**src/rtl/mpe_pkg.sv**
```systemverilog
package mpe_pkg;

    localparam int MAX_PATTERN = 56;
    localparam int BOUND_MAX   = MAX_PATTERN - 2;
    localparam int NUM_CELLS   = MAX_PATTERN + 1;
    localparam int WIN_DEPTH   = MAX_PATTERN + 2;
    localparam int TEXT_BITS   = 8 * BOUND_MAX;
    localparam int WORD_COUNT  = (BOUND_MAX + 7) / 8;
    localparam int LAST_BITS   = TEXT_BITS - 64 * (WORD_COUNT - 1);

    localparam logic [7:0] CHAR_DASH  = 8'h2D;
    localparam logic [7:0] CHAR_SLASH = 8'h2F;
    localparam logic [7:0] CHAR_CR    = 8'h0D;
    localparam logic [7:0] CHAR_LF    = 8'h0A;

    typedef enum logic [7:0] {
        PH_SEEK   = 8'b0000_0001,
        PH_SKIP   = 8'b0000_0010,
        PH_SLASH  = 8'b0000_0100,
        PH_TYPE   = 8'b0000_1000,
        PH_HEADER = 8'b0001_0000,
        PH_LEAD   = 8'b0010_0000,
        PH_BODY   = 8'b0100_0000,
        PH_DONE   = 8'b1000_0000
    } phase_t;

    typedef enum logic [1:0] {
        KIND_TYPE    = 2'd0,
        KIND_CONTENT = 2'd1,
        KIND_END     = 2'd2
    } kind_t;

    typedef enum logic [2:0] {
        ST_OK        = 3'd0,
        ST_NO_OPEN   = 3'd1,
        ST_NO_TYPE   = 3'd2,
        ST_NO_HEADER = 3'd3,
        ST_NO_CLOSE  = 3'd4,
        ST_SHORT     = 3'd5
    } status_t;

    typedef enum logic [2:0] {
        REG_LENGTH = 3'd0,
        REG_WORD0  = 3'd1,
        REG_WORD1  = 3'd2,
        REG_WORD2  = 3'd3,
        REG_WORD3  = 3'd4,
        REG_WORD4  = 3'd5,
        REG_WORD5  = 3'd6,
        REG_WORD6  = 3'd7
    } reg_index_t;

    typedef struct packed {
        logic [5:0]           boundary_length;
        logic [TEXT_BITS-1:0] boundary_text;
    } cfg_t;

    typedef struct packed {
        logic       shift;
        logic       search;
        logic [7:0] in_byte;
    } cell_ctrl_t;

endpackage

```
**src/rtl/mpe_regs.sv**
```systemverilog
module mpe_regs (
    input  logic            clk,
    input  logic            rst_n,
    input  logic            psel,
    input  logic            penable,
    input  logic            pwrite,
    input  logic [5:0]      paddr,
    input  logic [63:0]     pwdata,
    output logic [63:0]     prdata,
    output logic            pready,
    output mpe_pkg::cfg_t   cfg
);
    import mpe_pkg::*;

    logic [5:0]           length_reg;
    logic [TEXT_BITS-1:0] text_reg;
    logic                 write_en;
    reg_index_t           index;

    assign pready   = 1'b1;
    assign write_en = psel && penable && pwrite;
    assign index    = reg_index_t'(paddr[5:3]);

    always_ff @(posedge clk or negedge rst_n)
    begin
        if (!rst_n)
        begin
            length_reg <= 6'd1;
            text_reg   <= '0;
        end
        else if (write_en)
        begin
            unique case (index)
                REG_LENGTH: length_reg <= pwdata[5:0];
                REG_WORD0:  text_reg[0 +: 64]   <= pwdata;
                REG_WORD1:  text_reg[64 +: 64]  <= pwdata;
                REG_WORD2:  text_reg[128 +: 64] <= pwdata;
                REG_WORD3:  text_reg[192 +: 64] <= pwdata;
                REG_WORD4:  text_reg[256 +: 64] <= pwdata;
                REG_WORD5:  text_reg[320 +: 64] <= pwdata;
                REG_WORD6:  text_reg[384 +: LAST_BITS] <= pwdata[LAST_BITS-1:0];
                default:    length_reg <= length_reg;
            endcase
        end
    end

    always_comb
    begin
        unique case (index)
            REG_LENGTH: prdata = {58'd0, length_reg};
            REG_WORD0:  prdata = text_reg[0 +: 64];
            REG_WORD1:  prdata = text_reg[64 +: 64];
            REG_WORD2:  prdata = text_reg[128 +: 64];
            REG_WORD3:  prdata = text_reg[192 +: 64];
            REG_WORD4:  prdata = text_reg[256 +: 64];
            REG_WORD5:  prdata = text_reg[320 +: 64];
            REG_WORD6:  prdata = 64'(text_reg[384 +: LAST_BITS]);
            default:    prdata = '0;
        endcase
    end

    assign cfg.boundary_length = length_reg;
    assign cfg.boundary_text   = text_reg;

endmodule

```
**src/rtl/mpe_cell.sv**
```systemverilog
module mpe_cell (
    input  logic                clk,
    input  logic                rst_n,
    input  mpe_pkg::cell_ctrl_t ctrl,
    input  logic [7:0]          pattern,
    input  logic                insert,
    input  logic                flag_in,
    input  logic [7:0]          data_in,
    output logic                hit,
    output logic                flag_out,
    output logic [7:0]          data_out
);
    import mpe_pkg::*;

    logic       flag_reg;
    logic       flag_next;
    logic [7:0] data_reg;
    logic [7:0] data_next;

    // A cell's flag says that the bytes ending at the newest one match the
    // pattern up to and including this cell's pattern byte.
    assign hit       = flag_in && (ctrl.in_byte == pattern);
    assign flag_next = ctrl.search ? hit : 1'b0;
    assign data_next = insert ? ctrl.in_byte : data_in;

    always_ff @(posedge clk or negedge rst_n)
    begin
        if (!rst_n)
        begin
            flag_reg <= 1'b0;
        end
        else if (ctrl.shift)
        begin
            flag_reg <= flag_next;
        end
    end

    always_ff @(posedge clk)
    begin
        if (ctrl.shift)
        begin
            data_reg <= data_next;
        end
    end

    assign flag_out = flag_reg;
    assign data_out = data_reg;

endmodule

```
**src/rtl/multipart_part_extractor.sv**
```systemverilog
// Channel   Direction  Payload
// s_axis    in         tdata[7:0] data_byte, tlast last_byte
// m_axis    out        tuser[1:0] record_kind, tdata: out_byte, status,
//                      boundary_offset, content_length
// apb       in/out     8 registers of up to 64 bits at byte address 8*i
//
// One byte is taken in every cycle; the boundary compare runs through a row of
// cells in parallel, so a byte's result is ready in the cycle after its transfer.
// The result sits in an output register, and a new byte is taken whenever that
// register is empty or is being read in the same cycle.
// Reset clears the parse state and sets the boundary length to one.
module multipart_part_extractor #(
    parameter int POSITION_BITS = 24
) (
    input  logic        clk,
    input  logic        rst_n,
    input  logic        s_tvalid,
    output logic        s_tready,
    input  logic [7:0]  s_tdata,   // [7:0] data_byte
    input  logic        s_tlast,
    output logic        m_tvalid,
    input  logic        m_tready,
    output logic [63:0] m_tdata,   // [7:0] out_byte, [10:8] status,
                                   // [34:11] boundary_offset, [58:35] content_length
    output logic [1:0]  m_tuser,   // [1:0] record_kind
    input  logic        psel,
    input  logic        penable,
    input  logic        pwrite,
    input  logic [5:0]  paddr,
    input  logic [63:0] pwdata,
    output logic [63:0] prdata,
    output logic        pready
);
    import mpe_pkg::*;

    localparam int PB = POSITION_BITS;

    cfg_t       cfg;
    cell_ctrl_t ctrl;

    logic [NUM_CELLS-1:0] hit_vec;
    logic [NUM_CELLS-1:0] flag_vec;
    logic [7:0]           data_vec [NUM_CELLS];

    phase_t        phase_reg, phase_next, phase_step;
    logic [1:0]    skip_reg, skip_next;
    logic [5:0]    wcc_reg, wcc_next;
    logic [PB-1:0] pos_reg, pos_next;
    logic [PB-1:0] cc_reg, cc_next;
    logic [7:0]    h1_reg, h2_reg, h3_reg;

    logic          out_valid_reg;
    kind_t         out_kind_reg;
    logic [7:0]    out_byte_reg;
    status_t       out_status_reg;
    logic [23:0]   out_off_reg;
    logic [23:0]   out_len_reg;

    logic          fire;
    logic          last;
    logic [7:0]    in_byte;
    logic [5:0]    bl_clamped;
    logic [5:0]    plen;
    logic [5:0]    plen_m1;
    logic [5:0]    thresh;
    logic          match;
    logic          search;
    logic [PB-1:0] pos_inc;
    logic [PB-1:0] offset;

    logic          emit;
    kind_t         emit_kind;
    logic [7:0]    emit_byte;
    status_t       emit_status;
    logic [23:0]   emit_off;
    logic [23:0]   emit_len;

    mpe_regs u_regs (
        .clk     (clk),
        .rst_n   (rst_n),
        .psel    (psel),
        .penable (penable),
        .pwrite  (pwrite),
        .paddr   (paddr),
        .pwdata  (pwdata),
        .prdata  (prdata),
        .pready  (pready),
        .cfg     (cfg)
    );

    assign s_tready = !out_valid_reg || m_tready;
    assign fire     = s_tvalid && s_tready;
    assign last     = s_tlast;
    assign in_byte  = s_tdata;

    assign bl_clamped = (cfg.boundary_length > 6'(BOUND_MAX)) ? 6'(BOUND_MAX)
                                                              : cfg.boundary_length;
    assign plen    = bl_clamped + 6'd2;
    assign plen_m1 = plen - 6'd1;
    assign thresh  = plen + 6'd2;
    assign match   = hit_vec[plen_m1];

    assign ctrl.shift   = fire;
    assign ctrl.search  = search && !last;
    assign ctrl.in_byte = in_byte;

    genvar j;
    generate
        for (j = 0; j < NUM_CELLS; j++)
        begin : g_cell
            logic [7:0] pat;
            logic       flag_in;
            logic [7:0] data_in;

            if (j < 2)
            begin : g_dash
                assign pat = CHAR_DASH;
            end
            else if (j - 2 < BOUND_MAX)
            begin : g_text
                assign pat = cfg.boundary_text[8*(j-2) +: 8];
            end
            else
            begin : g_none
                assign pat = 8'h00;
            end

            if (j == 0)
            begin : g_head
                assign flag_in = 1'b1;
            end
            else
            begin : g_link
                assign flag_in = flag_vec[j-1];
            end

            if (j == NUM_CELLS - 1)
            begin : g_tail
                assign data_in = 8'h00;
            end
            else
            begin : g_next
                assign data_in = data_vec[j+1];
            end

            mpe_cell u_cell (
                .clk      (clk),
                .rst_n    (rst_n),
                .ctrl     (ctrl),
                .pattern  (pat),
                .insert   (plen == 6'(j)),
                .flag_in  (flag_in),
                .data_in  (data_in),
                .hit      (hit_vec[j]),
                .flag_out (flag_vec[j]),
                .data_out (data_vec[j])
            );
        end
    endgenerate

    assign pos_inc = pos_reg + 1'b1;
    assign offset  = pos_inc - PB'(plen);

    always_comb
    begin
        phase_step  = phase_reg;
        skip_next   = skip_reg;
        wcc_next    = wcc_reg;
        cc_next     = cc_reg;
        search      = 1'b0;
        emit        = 1'b0;
        emit_kind   = KIND_TYPE;
        emit_byte   = 8'h00;
        emit_status = ST_OK;
        emit_off    = '0;
        emit_len    = '0;

        unique case (phase_reg)
            PH_SEEK:
            begin
                search = 1'b1;
                if (match)
                begin
                    phase_step = PH_SKIP;
                    skip_next  = 2'd2;
                end
            end
            PH_SKIP:
            begin
                if (skip_reg <= 2'd1)
                begin
                    skip_next  = 2'd0;
                    phase_step = PH_SLASH;
                end
                else
                begin
                    skip_next = skip_reg - 2'd1;
                end
            end
            PH_SLASH:
            begin
                if (in_byte == CHAR_SLASH)
                begin
                    phase_step = PH_TYPE;
                end
            end
            PH_TYPE:
            begin
                if (in_byte == CHAR_CR)
                begin
                    phase_step = PH_HEADER;
                end
                else
                begin
                    emit      = 1'b1;
                    emit_kind = KIND_TYPE;
                    emit_byte = in_byte;
                end
            end
            PH_HEADER:
            begin
                if (h3_reg == CHAR_CR && h2_reg == CHAR_LF &&
                    h1_reg == CHAR_CR && in_byte == CHAR_LF)
                begin
                    phase_step = PH_LEAD;
                    wcc_next   = 6'd0;
                    cc_next    = '0;
                end
            end
            PH_LEAD, PH_BODY:
            begin
                if (!(phase_reg == PH_LEAD &&
                      (in_byte == CHAR_CR || in_byte == CHAR_LF)))
                begin
                    search     = 1'b1;
                    phase_step = PH_BODY;
                    if (wcc_reg < 6'(WIN_DEPTH))
                    begin
                        wcc_next = wcc_reg + 6'd1;
                    end
                    if (match)
                    begin
                        emit       = 1'b1;
                        emit_kind  = KIND_END;
                        phase_step = PH_DONE;
                        if (wcc_next >= thresh)
                        begin
                            emit_status = ST_OK;
                            emit_len    = 24'(cc_reg);
                        end
                        else
                        begin
                            emit_status = ST_SHORT;
                        end
                        emit_off = 24'(offset);
                    end
                    else if (wcc_next >= thresh)
                    begin
                        emit      = 1'b1;
                        emit_kind = KIND_CONTENT;
                        emit_byte = data_vec[0];
                        cc_next   = cc_reg + 1'b1;
                    end
                end
            end
            PH_DONE:
            begin
                phase_step = PH_DONE;
            end
            default:
            begin
                phase_step = PH_SEEK;
            end
        endcase

        phase_next = phase_step;
        pos_next   = pos_inc;

        // The last byte of a message reports the current phase's error unless
        // the closing boundary has been seen, then starts a new message.
        if (last)
        begin
            if (phase_step != PH_DONE)
            begin
                emit      = 1'b1;
                emit_kind = KIND_END;
                emit_byte = 8'h00;
                emit_off  = '0;
                emit_len  = '0;
                unique case (phase_step)
                    PH_SEEK:                    emit_status = ST_NO_OPEN;
                    PH_SKIP, PH_SLASH, PH_TYPE: emit_status = ST_NO_TYPE;
                    PH_HEADER:                  emit_status = ST_NO_HEADER;
                    default:                    emit_status = ST_NO_CLOSE;
                endcase
            end
            phase_next = PH_SEEK;
            skip_next  = 2'd0;
            wcc_next   = 6'd0;
            pos_next   = '0;
            cc_next    = '0;
        end
    end

    always_ff @(posedge clk or negedge rst_n)
    begin
        if (!rst_n)
        begin
            phase_reg <= PH_SEEK;
            skip_reg  <= 2'd0;
            wcc_reg   <= 6'd0;
            pos_reg   <= '0;
            cc_reg    <= '0;
            h1_reg    <= 8'h00;
            h2_reg    <= 8'h00;
            h3_reg    <= 8'h00;
        end
        else if (fire)
        begin
            phase_reg <= phase_next;
            skip_reg  <= skip_next;
            wcc_reg   <= wcc_next;
            pos_reg   <= pos_next;
            cc_reg    <= cc_next;
            h1_reg    <= last ? 8'h00 : in_byte;
            h2_reg    <= last ? 8'h00 : h1_reg;
            h3_reg    <= last ? 8'h00 : h2_reg;
        end
    end

    always_ff @(posedge clk or negedge rst_n)
    begin
        if (!rst_n)
        begin
            out_valid_reg <= 1'b0;
        end
        else if (fire && emit)
        begin
            out_valid_reg <= 1'b1;
        end
        else if (m_tready)
        begin
            out_valid_reg <= 1'b0;
        end
    end

    always_ff @(posedge clk)
    begin
        if (fire && emit)
        begin
            out_kind_reg   <= emit_kind;
            out_byte_reg   <= emit_byte;
            out_status_reg <= emit_status;
            out_off_reg    <= emit_off;
            out_len_reg    <= emit_len;
        end
    end

    assign m_tvalid = out_valid_reg;
    assign m_tuser  = out_kind_reg;
    assign m_tdata  = {5'd0, out_len_reg, out_off_reg, out_status_reg, out_byte_reg};

endmodule
```
**config.mk**
```make
export PLATFORM = sky130hd
export DESIGN_NAME = multipart_part_extractor
export DESIGN_NICKNAME = d
export VERILOG_FILES = /design/src/rtl/mpe_pkg.sv /design/src/rtl/mpe_regs.sv /design/src/rtl/mpe_cell.sv /design/src/rtl/multipart_part_extractor.sv
export SDC_FILE = /design/constraint.sdc
export NUM_CORES = 2
export LEC_CHECK = 0
export ABC_AREA = 0
export CORE_UTILIZATION = 55
export DETAILED_ROUTE_END_ITERATION = 10
export DONT_BUFFER_PORTS = 1
export PLACE_DENSITY = 0.78
export SETUP_SLACK_MARGIN = 0.5
export SLEW_MARGIN = 20
export SYNTH_ARGS = -nofsm -noshare
export SYNTH_HDL_FRONTEND = slang
export SYNTH_SLANG_ARGS = --single-unit
```
**constraint.sdc**
```tcl
create_clock -name clk -period 30.5 [get_ports clk]
set_clock_uncertainty 0.1 [all_clocks]
set_input_delay 1.525 -clock clk [delete_from_list [all_inputs] [get_ports clk]]
set_output_delay 1.525 -clock clk [all_outputs]
set_load 0.01 [all_outputs]
```
==> results by group <==
Status
  • Outcome: complete, but fails checks
  • Failing checks: max-slew violations

Logic synthesis
  • Ys Warns: 0
  • Post-synthesis sequential area ratio: 0.549
  • Post-synthesis cell area: between 50000 and 60000 sq um
  • Synth Instances: approximately 4300
  • FF+latch count, synth: 1100
  • Mean Syn Cell Area: between 10 and 15 sq um
  • Async set-or-reset flop fraction in the synthesized netlist: 0.530
  • Synth Flop Type: dfrtp_1
  • Post-synth EDFFs: ~520
  • Synth cell types: between 90 and 100

Clock network
  • CTS Root Cell: clkbuf_16
  • H-tree levels: 3
  • CTS tree: yes
  • Post-CTS Setup Bufs: 0
  • Worst-path clk slew: around 70 ps
  • Number of gates resized after cts: 0
  • Hold bufs inserted after CTS: 0
  • Clk Latency, worst-skew pair: a little over 700 ps
  • CTS buffer count: approximately 110
  • Longest Clk Path Bufs: 3
  • Clock sink count: between 1000 and 1500

Critical path
  • Crit path max-delay family: compound AO/OA/AOI/OAI gates
  • Req. time, crit path: slightly above 30000 ps
  • Reg-to-Reg End: cc_reg[0]
  • Worst setup path end: cc_reg[0]
  • R2r startpoint: u_regs.length_reg[5]
  • Worst setup startpoint: u_regs.length_reg[5]
  • Worst EP arrival: 6720 ps
  • Crit Path Max Fanout: 28
  • WS Path Type: reg -> reg
  • Worst Reg-to-Reg Cells: 16
  • Buf+Inv Stages, Crit Path: 4
  • Crit path capture type: flip-flop
  • Slowest CP cell: a21oi_1
  • Worst path depth: 16
  • CP peak stage delay: between 800 and 900 ps
  • CP Launch Type: flip-flop
  • Worst-path cell chain: a31oi_1 > buf_4 > inv_1 > ha_1 > xor2_4 > inv_4 > nor2_1 > nand2_1 > xnor2_1 > ha_1 > a21o_1 > a21oi_1 > a221oi_2 > buf_4 > a21oi_4 > mux2_2
  • R2R setup slack: roughly 24000 ps

Drt
  • Drt first pass iters: 6
  • Routed wire length: ~140 mm
  • DRC: 0
  • DR WL/cell: about 25 microns
  • Initial DRC count: between 4000 and 5000
  • Post-DRT Antenna Nets: 0
  • Via count: 35300
  • Vias per cell: approximately 6.4

STA
  • Setup_tns: 0 ps
  • Final setup viols: 0
  • Final hold violation count: 0
  • Tcrit/Tclk final: 0.204
  • Pins Over Slew Limit: a little under 400
  • Max transition margin: -0.931
  • Max frequency: approximately 160 MHz
  • Fin crit period: around 6200 ps
  • RSZ-0062 raised after global routing: no
  • Worst slew pin tran: a little under 3000 ps

Floorplanning
  • Die ar.: 101000 sq um
  • Initial core utilization: 0.556
  • Die Wd: between 300 and 400 microns
  • CORE AREA: just under 100000 sq um
  • # IOs: approximately 220
  • FP Rows: between 100 and 150
  • Die Y-Extent: around 320 microns

GRT
  • Largest net degree at the start of global routing: roughly 580
  • Vias in the first global route: 34600
  • GRT overflow: 0
  • First-pass GRT wire length: 215 mm
  • Antenna violations before repair: 2
  • All-Layer GR Usage: 0.275

Finish
  • Post-Route Utilization: 0.600
  • Share of layout cells above drive strength 1: 0.278
  • Max FFs per register: ~460
  • # diodes: 0
  • Area Overhead vs Synth: 7.92%
  • Nets: 4235

Run
  • Max-Cap Viols: 0

Power
  • Cell Pwr Density: 67.5 nW/um^2
  • Worst VDD drop: approximately 53 uV
  • Leak Pwr: about 22 nW

Place
  • HPWL Detailed: 84.5 mm
  • IO buf count: 0
  • Routability cong.: ~0.89

Worst hold path
  • Worst Hold Class: reg -> reg
report_power, final:
group | leakage [nW] | total [mW] | internal, mW | switching (mW)
Clock | 1.80 | 1.39 | 0.807 | 0.587
Sequential | 12.6 | 1.90 | 1.75 | 0.148
Combinational | 8.00 | 0.704 | 0.333 | 0.371
metrics by stage:
stage	instances	area [sq um]	setup slack [ps]	hold WS [ps]	total power, mW
4_1_cts	5502	59200	24120	381	4.00
3_5_place_dp	5300	55500	24160	367	2.61
2_1_floorplan	4279	54900	16530	335	2.46
3_3_place_gp	5300	55500	24220	354	2.59
6_report	5503	59300	24270	382	4.00
5_1_grt	5503	59300	24010	409	4.15
cell usage after synthesis (50+ instances only):
master	number	share of area
o21ai_0	101	0.0092
nand2_1	208	0.014
dfrtp_1	581	0.26
a22oi_1	108	0.015
a22o_1	52	0.0083
xor2_1	93	0.015
nand4_1	70	0.0080
edfxtp_1	517	0.28
xnor2_1	384	0.061
clkbuf_1	202	0.014
nor3_1	68	0.0062
a21oi_1	80	0.0073
nor2_1	142	0.0097
nand2b_1	50	0.0057
mux2_2	912	0.19
nand3_1	148	0.013
cell families (layout without fill, tap and decap cells):
group	count (synthesis)	count (layout)	share of synthesized area
AO/OA/AOI/OAI	508	508	0.0645
XOR/XNOR	478	478	0.0766
adder cells (fa/ha/maj)	24	24	0.00561
buffers and inverters	341	278	0.0280
flip-flops	1100	1100	0.549
multiplexers	954	954	0.197
other	2	6	0.000137
AND/OR/NAND/NOR	868	868	0.0796
final cells by class:
class                      count  area [sq um]
clock buffer                 136          2920
clock inverter                66           756
fill                        7493         39500
inverter                      39           156
multi-input combinational   2838         23400
sequential                  1100         30100
tap                         1287          1610
timing repair buffer          37           302
worst min path at each step:
stage / start / end / slack, ps / cells after the start
floorplan: g_cell[39].u_cell.flag_out / g_cell[39].u_cell.flag_out / 340 / 2
global placement: h3_reg[3] / h3_reg[3] / 350 / 2
detailed placement: h3_reg[0] / h3_reg[0] / 370 / 2
CTS: h3_reg[0] / h3_reg[0] / 380 / 2
global route: g_cell[8].u_cell.flag_out / g_cell[8].u_cell.flag_out / 410 / 2
finish: h3_reg[0] / h3_reg[0] / 380 / 2
metal layers:
| layer | wire length, microns | vias to the layer above | global-route usage |
|---|---|---|---|
| li1 | - | 15400 | - |
| met1 | 58300 | 17800 | 0.385 |
| met2 | 62600 | 1716 | 0.415 |
| met3 | 14400 | 297 | 0.0703 |
| met4 | 4830 | 0 | 0.101 |
| met5 | 0 | - | 0 |
tightest hold or removal path, cell delays in order, from the launching register on:
cell	delay [ps]
dfrtp_1	350
nand2_1	50
o21ai_0	60
layout by cell type (no fill, tap or decap), types with 22 or more instances in the layout:
| master | Yosys | layout |
|---|---|---|
| mux2_2 | 912 | 912 |
| dfrtp_1 | 581 | 581 |
| edfxtp_1 | 517 | 517 |
| xnor2_1 | 384 | 384 |
| nand2_1 | 208 | 207 |
| nand3_1 | 148 | 148 |
| nor2_1 | 142 | 133 |
| clkbuf_16 | 0 | 110 |
| a22oi_1 | 108 | 108 |
| o21ai_0 | 101 | 101 |
| xor2_1 | 93 | 93 |
| a21oi_1 | 80 | 79 |
| nand4_1 | 70 | 70 |
| nor3_1 | 68 | 67 |
| a22o_1 | 52 | 52 |
| nand2b_1 | 50 | 50 |
| and2_1 | 45 | 44 |
| nor4_1 | 37 | 37 |
| inv_1 | 36 | 36 |
| buf_4 | 42 | 35 |
| mux2i_1 | 32 | 32 |
| o31ai_1 | 28 | 28 |
| and3_1 | 27 | 27 |
| ha_1 | 23 | 23 |
| clkinv_2 | 0 | 22 |
Power figures use the tool's default switching activity.
